File: src/rtl/core/utf8ld_pkg.sv
package utf8ld_pkg;

    localparam int BYTE_W  = 8;
    localparam int POINT_W = 21;

    localparam logic [BYTE_W-1:0] LEAD2_MASK = 8'hE0;
    localparam logic [BYTE_W-1:0] LEAD2_CODE = 8'hC0;
    localparam logic [BYTE_W-1:0] LEAD2_BITS = 8'h1F;
    localparam logic [BYTE_W-1:0] LEAD3_BITS = 8'h0F;
    localparam logic [BYTE_W-1:0] LEAD4_BITS = 8'h07;
    localparam logic [BYTE_W-1:0] TAIL_BITS  = 8'h3F;

    typedef struct packed {
        logic [POINT_W-1:0] code_point;
        logic               point_valid;
        logic               string_done;
        logic               run_last;
    } result_t;

    typedef struct packed {
        logic [1:0]         needed;
        logic               held;
        logic [POINT_W-1:0] accum;
        logic [BYTE_W-1:0]  follower;
    } dec_state_t;

endpackage

File: src/rtl/core/utf8ld_step.sv
module utf8ld_step
    import utf8ld_pkg::*;
(
    input  logic [BYTE_W-1:0] byte_in,
    input  logic              final_byte,
    input  dec_state_t        state,
    output dec_state_t        state_next,
    output result_t           res0,
    output result_t           res1,
    output logic [1:0]        res_count
);

    logic               v0;
    logic               v1;
    logic [POINT_W-1:0] p0;
    logic [POINT_W-1:0] p1;
    logic [POINT_W-1:0] acc_shift;
    logic [1:0]         need_dec;
    logic [BYTE_W-1:0]  lead_bits;

    assign acc_shift = {state.accum[POINT_W-7:0], byte_in[5:0]};
    assign need_dec  = state.needed - 2'd1;

    always_comb
    begin
        state_next = state;
        v0 = 1'b0;
        v1 = 1'b0;
        p0 = '0;
        p1 = '0;
        lead_bits = '0;
        if (state.needed == 2'd0)
        begin
            state_next.held = 1'b0;
            case (byte_in) inside
                [8'h00:8'h7F]:
                begin
                    v0 = 1'b1;
                    p0 = {{(POINT_W-BYTE_W){1'b0}}, byte_in};
                end
                [8'hC0:8'hDF]:
                begin
                    lead_bits = byte_in & LEAD2_BITS;
                    state_next.accum  = {{(POINT_W-BYTE_W){1'b0}}, lead_bits};
                    state_next.needed = 2'd1;
                end
                [8'hE0:8'hEF]:
                begin
                    lead_bits = byte_in & LEAD3_BITS;
                    state_next.accum  = {{(POINT_W-BYTE_W){1'b0}}, lead_bits};
                    state_next.needed = 2'd2;
                end
                [8'hF0:8'hF7]:
                begin
                    lead_bits = byte_in & LEAD4_BITS;
                    state_next.accum  = {{(POINT_W-BYTE_W){1'b0}}, lead_bits};
                    state_next.needed = 2'd3;
                end
                default:
                begin
                    // stray lead, skipped
                end
            endcase
        end
        else
        begin
            state_next.accum  = acc_shift;
            state_next.needed = need_dec;
            if (need_dec == 2'd0)
            begin
                v0 = 1'b1;
                p0 = acc_shift;
                state_next.held = 1'b0;
            end
            else if (final_byte)
            begin
                // string cut inside a sequence: decode held byte and this one again
                if (state.held)
                begin
                    if (!state.follower[7])
                    begin
                        v0 = 1'b1;
                        p0 = {{(POINT_W-BYTE_W){1'b0}}, state.follower};
                        if (!byte_in[7])
                        begin
                            v1 = 1'b1;
                            p1 = {{(POINT_W-BYTE_W){1'b0}}, byte_in};
                        end
                    end
                    else if ((state.follower & LEAD2_MASK) == LEAD2_CODE)
                    begin
                        v0 = 1'b1;
                        p0 = {{(POINT_W-11){1'b0}}, state.follower[4:0],
                              byte_in[5:0]};
                    end
                    else if (!byte_in[7])
                    begin
                        v0 = 1'b1;
                        p0 = {{(POINT_W-BYTE_W){1'b0}}, byte_in};
                    end
                end
                else if (!byte_in[7])
                begin
                    v0 = 1'b1;
                    p0 = {{(POINT_W-BYTE_W){1'b0}}, byte_in};
                end
            end
            else if (!state.held)
            begin
                state_next.follower = byte_in & 8'hFF;
                state_next.held     = 1'b1;
            end
        end
        if (final_byte)
        begin
            state_next.needed = 2'd0;
            state_next.held   = 1'b0;
            state_next.accum  = '0;
        end
    end

    always_comb
    begin
        res0 = '{code_point: p0, point_valid: 1'b1, string_done: final_byte,
                 run_last: !v1};
        res1 = '{code_point: p1, point_valid: 1'b1, string_done: final_byte,
                 run_last: 1'b1};
        if (!v0)
        begin
            if (final_byte)
            begin
                res0 = '{code_point: '0, point_valid: 1'b0, string_done: 1'b1,
                         run_last: 1'b1};
                res_count = 2'd1;
            end
            else
            begin
                res_count = 2'd0;
            end
        end
        else if (v1)
        begin
            res_count = 2'd2;
        end
        else
        begin
            res_count = 2'd1;
        end
    end

endmodule

File: config.mk
export PLATFORM = sky130hd
export DESIGN_NAME = utf8ld_step
export DESIGN_NICKNAME = d
export VERILOG_FILES = /design/src/rtl/core/utf8ld_pkg.sv /design/src/rtl/core/utf8ld_step.sv
export SDC_FILE = /design/constraint.sdc
export NUM_CORES = 1
export LEC_CHECK = 0
export BUFFER_PORTS_ARGS = -buffer_cell sky130_fd_sc_hd__buf_2
export CAP_MARGIN = 20
export CORE_ASPECT_RATIO = 0.9
export CORE_MARGIN = 2
export CORE_UTILIZATION = 37
export DETAILED_ROUTE_END_ITERATION = 10
export PLACE_DENSITY_LB_ADDON = 0.12
export SLEW_MARGIN = 30
export SYNTH_ARGS = -nofsm -noshare
export SYNTH_HDL_FRONTEND = slang
export SYNTH_SLANG_ARGS = --single-unit
File: constraint.sdc
create_clock -name vclk -period 2.26
set_input_delay 0 -clock vclk [all_inputs]
set_output_delay 0 -clock vclk [all_outputs]
set_load 0.02 [all_outputs]
### Yosys cells after proc, flatten, opt, wreduce, memory -nomap -nowiden

Index checks and enable logic that the tools add are counted.

| operators by class | value |
|---|---|
| $lt $le $gt $ge | 8 |
| reductions and logical operators | 7 |
| eq/ne operators | 1 |
| multiplexer cells | 46 |
| add/sub/neg operators | 1 |

Operators by type and width:

| cell | number |
|---|---|
| $mux W21 | 10 |
| $mux W24 | 4 |
| $mux W7 | 6 |
| $mux W8 | 5 |
| $ge A8 B8 Y1 const B | 3 |
| $le A8 B8 Y1 const B | 3 |
| $mux W1 | 15 |
| $mux W2 | 6 |
| $ge A8 B1 Y1 const B | 1 |
| $le A8 B7 Y1 const B | 1 |
| $logic_and A1 B1 Y1 | 4 |
| $logic_not A2 Y1 | 2 |
| $eq A3 B3 Y1 const B | 1 |
| $sub A2 B1 Y2 const B | 1 |
| $logic_not A1 Y1 | 1 |

| storage, ports and cells | value |
|---|---|
| logic and storage cells | 63 |
| output and inout bits | 82 |
| input bits | 41 |
| flip-flop bits (word level) | 0 |

### Depth between registers and ports, before layout

| depth | value |
|---|---|
| depth after elaboration | 9 |
| gate-level depth with buffers | 6 |
| depth with buffers taken out | 4 |

### Least setup slack after synthesis

OpenSTA, ideal clock, no wires.

| timing | value |
|---|---|
| path type | input port to output port |
| start | input state[31] in the netlist's numbering |
| end | output state_next[0] in the netlist's numbering |
| stages on the path | 5 |
| data arrival time | 1286 ps |
| required time | 2260 ps |
| buffers on the path | 2 |
| setup slack | 974 ps |
| path through | buf_2 > nor2b_1 > and2_1 > buf_2 > mux2_2 |

RTL lines:

| what | RTL line | source |
|---|---|---|
| start: declaration | utf8ld_step.sv:6 | `input dec_state_t state,` |
| end: declaration | utf8ld_step.sv:7 | `output dec_state_t state_next,` |

==> summary.txt <==
===========================================================================
Run status                                                        completed
Final global-route overflow total                                         0
Switching Fraction                                                    64.6%
Number of clock-tree buffers in the layout                                0
Maximum fanout along the worst path                                      15
Maximum vdd ir drop                                                0.115 mV
Vias in the first global route                                         1144
Mapped cell area                                                0.00101 mm²
Pwr per Cell Area                                                249 mW/mm²
Count of yosys warnings during synthesis                                  0
Num ports                                                               123
Full die area                                                   0.00317 mm²
Number of endpoints failing setup at the final stage                      0
Number of remaining DRC errors                                            0
Initial cell density of the core                                      39.9%
Final Cycle Share                                                     69.5%
Gate power share                                                     100.0%
Total vias in the final route                                          1446
Core Box Area                                                   0.00253 mm²
Number of cells on the worst hold path                                    3
Remaining antenna violation count after routing                           0
First-pass DRT Iterations                                                 4
Crit. End Element                                              primary output
Minimum clock period                                                1570 ps
Count of final hold-check violations                                      0
Share of layout cells above drive strength 1                          47.4%
Post-layout net count                                                   292
Total of max-cap violations                                               0
Chip Height                                                         53.6 µm
Final weighted congestion in routability-driven placement             0.877
Post-synthesis instance total                                           154
Routed length per instance                                          13.9 µm
Final Non-Filler Cells                                                  277
# hold bufs at CTS                                                        0
Placed Cells                                                            277
Finished Core Util                                                    57.8%
Non-Filler Cell Area, Final                                     0.00146 mm²
Critical path type                                                in -> out
Internal                                                           0.129 mW
CTS resizes                                                               0
Slew @ Worst Pin                                                     891 ps
Number of rows created at floorplan                                      17
Antenna diode count                                                       0
Area taken by flip-flops and latches                                  0 µm²
Final worst-path setup slack                                         690 ps
Startpoint kind of the worst setup timing path                   input port
Endpoint arrival time on the critical path                          1570 ps
Required time of the worst setup path                               2260 ps
Sequential-to-total area share from yosys stat                           0%
Violation count after the first detailed-route iteration                 70
Leakage dissipation                                                0.883 nW
Total Routing Usage GR                                                22.4%
Final sum of negative setup slack                                      0 ps
NetSw                                                              0.236 mW
Tightest slew margin relative to the limit                            40.4%
Timing-limited maximum frequency                                    637 MHz
Average cell area after synthesis                                  6.56 µm²
Initial antenna violation count                                           0
Hold/Removal Path Class                                           in -> out
Distinct cells, synth                                                    33
Worst setup slack before clock tree synthesis                        706 ps
Total chip power                                                   0.365 mW
Final HPWL from detailed placement                                  3.11 mm
Share of power burned in registers                                       0%
First-pass GRT wire length                                          5.67 mm
Post-Route WL                                                       3.86 mm
Number of buffers inserted by port buffering                            107
Maximum number of pins on one net before global-route repair             27
Part of the total power dissipated in the clock network                  0%
Setup repair after global routing missed its margin                   false
FFs & Latches                                                             0
Width of the die                                                    59.1 µm
Via/cell ratio                                                         5.22
Post-Route Hold Slack                                                337 ps
Final Slew Violations                                                     0
Layout area overhead                                                  44.8%
Cell area after placement                                       0.00146 mm²
Post-CTS setup repair buffer count                                        0
===========================================================================
cell type report:
| cell class | count | area, µm² |
|---|---|---|
| fill | 267 | 1070 |
| tap | 28 | 35.0 |
| timing repair buffer | 109 | 551 |
| inverter | 6 | 22.5 |
| multi-input combinational | 134 | 856 |
cells in the final DEF (no fill, tap or decap):
| cell type | count |
|---|---|
| sky130_fd_sc_hd__a2111o_1 | 1 |
| sky130_fd_sc_hd__a2111oi_2 | 1 |
| sky130_fd_sc_hd__a211oi_1 | 1 |
| sky130_fd_sc_hd__a21oi_1 | 13 |
| sky130_fd_sc_hd__a22o_1 | 25 |
| sky130_fd_sc_hd__a311o_1 | 1 |
| sky130_fd_sc_hd__and2_1 | 12 |
| sky130_fd_sc_hd__and3_1 | 7 |
| sky130_fd_sc_hd__and3b_1 | 1 |
| sky130_fd_sc_hd__buf_2 | 107 |
| sky130_fd_sc_hd__buf_4 | 2 |
| sky130_fd_sc_hd__conb_1 | 16 |
| sky130_fd_sc_hd__inv_1 | 6 |
| sky130_fd_sc_hd__mux2_2 | 7 |
| sky130_fd_sc_hd__nand2_1 | 16 |
| sky130_fd_sc_hd__nand2b_1 | 4 |
| sky130_fd_sc_hd__nand3_1 | 1 |
| sky130_fd_sc_hd__nand3b_1 | 1 |
| sky130_fd_sc_hd__nand4_1 | 2 |
| sky130_fd_sc_hd__nand4b_1 | 1 |
| sky130_fd_sc_hd__nor2_1 | 7 |
| sky130_fd_sc_hd__nor2_4 | 1 |
| sky130_fd_sc_hd__nor2b_1 | 2 |
| sky130_fd_sc_hd__nor3_1 | 1 |
| sky130_fd_sc_hd__nor3b_1 | 2 |
| sky130_fd_sc_hd__nor4_1 | 1 |
| sky130_fd_sc_hd__o21ai_0 | 5 |
| sky130_fd_sc_hd__o21bai_1 | 1 |
| sky130_fd_sc_hd__o31a_1 | 1 |
| sky130_fd_sc_hd__o31ai_1 | 1 |
| sky130_fd_sc_hd__o32ai_1 | 2 |
power groups by stage:
stage	clock network [mW]	logic (mW)	registers, mW
6_report	0	0.365	0
5_1_grt	0	0.392	0
4_1_cts	0	0.364	0
3_5_place_dp	0	0.363	0
3_3_place_gp	0	0.363	0
2_1_floorplan	0	0.254	0
cell families (layout without fill, tap and decap cells):
group	count (synthesis)	count (layout)	synth area share, %
other cells	2	16	0.743
buf+inv	34	115	20.5
simple gates	59	59	31.9
compound gates	52	52	39.0
mux	7	7	7.80
final timing paths:
kind	from	endpoint	slack, ps
worst max-delay path	byte_in[7]	state_next[23]	690
worst min-delay path	state[24]	state_next[24]	340
worst max-delay path: stages:
cell	delay (ps)
sky130_fd_sc_hd__buf_2	170
sky130_fd_sc_hd__and3_1	230
sky130_fd_sc_hd__a2111o_1	480
sky130_fd_sc_hd__nor2_4	310
sky130_fd_sc_hd__a22o_1	190
sky130_fd_sc_hd__buf_2	170
routing by layer:
metal  part of all wire, %  global-route usage (%)
met4                  0.28                   0.758
met5                     0                       0
met2                    45                    36.9
met3                   8.4                    1.68
met1                    46                    33.4
synth_stat cells (5+ instances only):
cell type | number | area (µm²)
sky130_fd_sc_hd__nor2_1 | 7 | 26.3
sky130_fd_sc_hd__mux2_2 | 7 | 78.8
sky130_fd_sc_hd__inv_1 | 6 | 22.5
sky130_fd_sc_hd__buf_4 | 18 | 135
sky130_fd_sc_hd__a22o_1 | 25 | 219
sky130_fd_sc_hd__and3_1 | 7 | 43.8
sky130_fd_sc_hd__a21oi_1 | 13 | 65.1
sky130_fd_sc_hd__clkbuf_1 | 5 | 18.8
sky130_fd_sc_hd__and2_1 | 12 | 75.1
sky130_fd_sc_hd__o21ai_0 | 5 | 25.0
sky130_fd_sc_hd__nand2_1 | 16 | 60.1
Note: power is estimated with default switching activity, not from simulation.
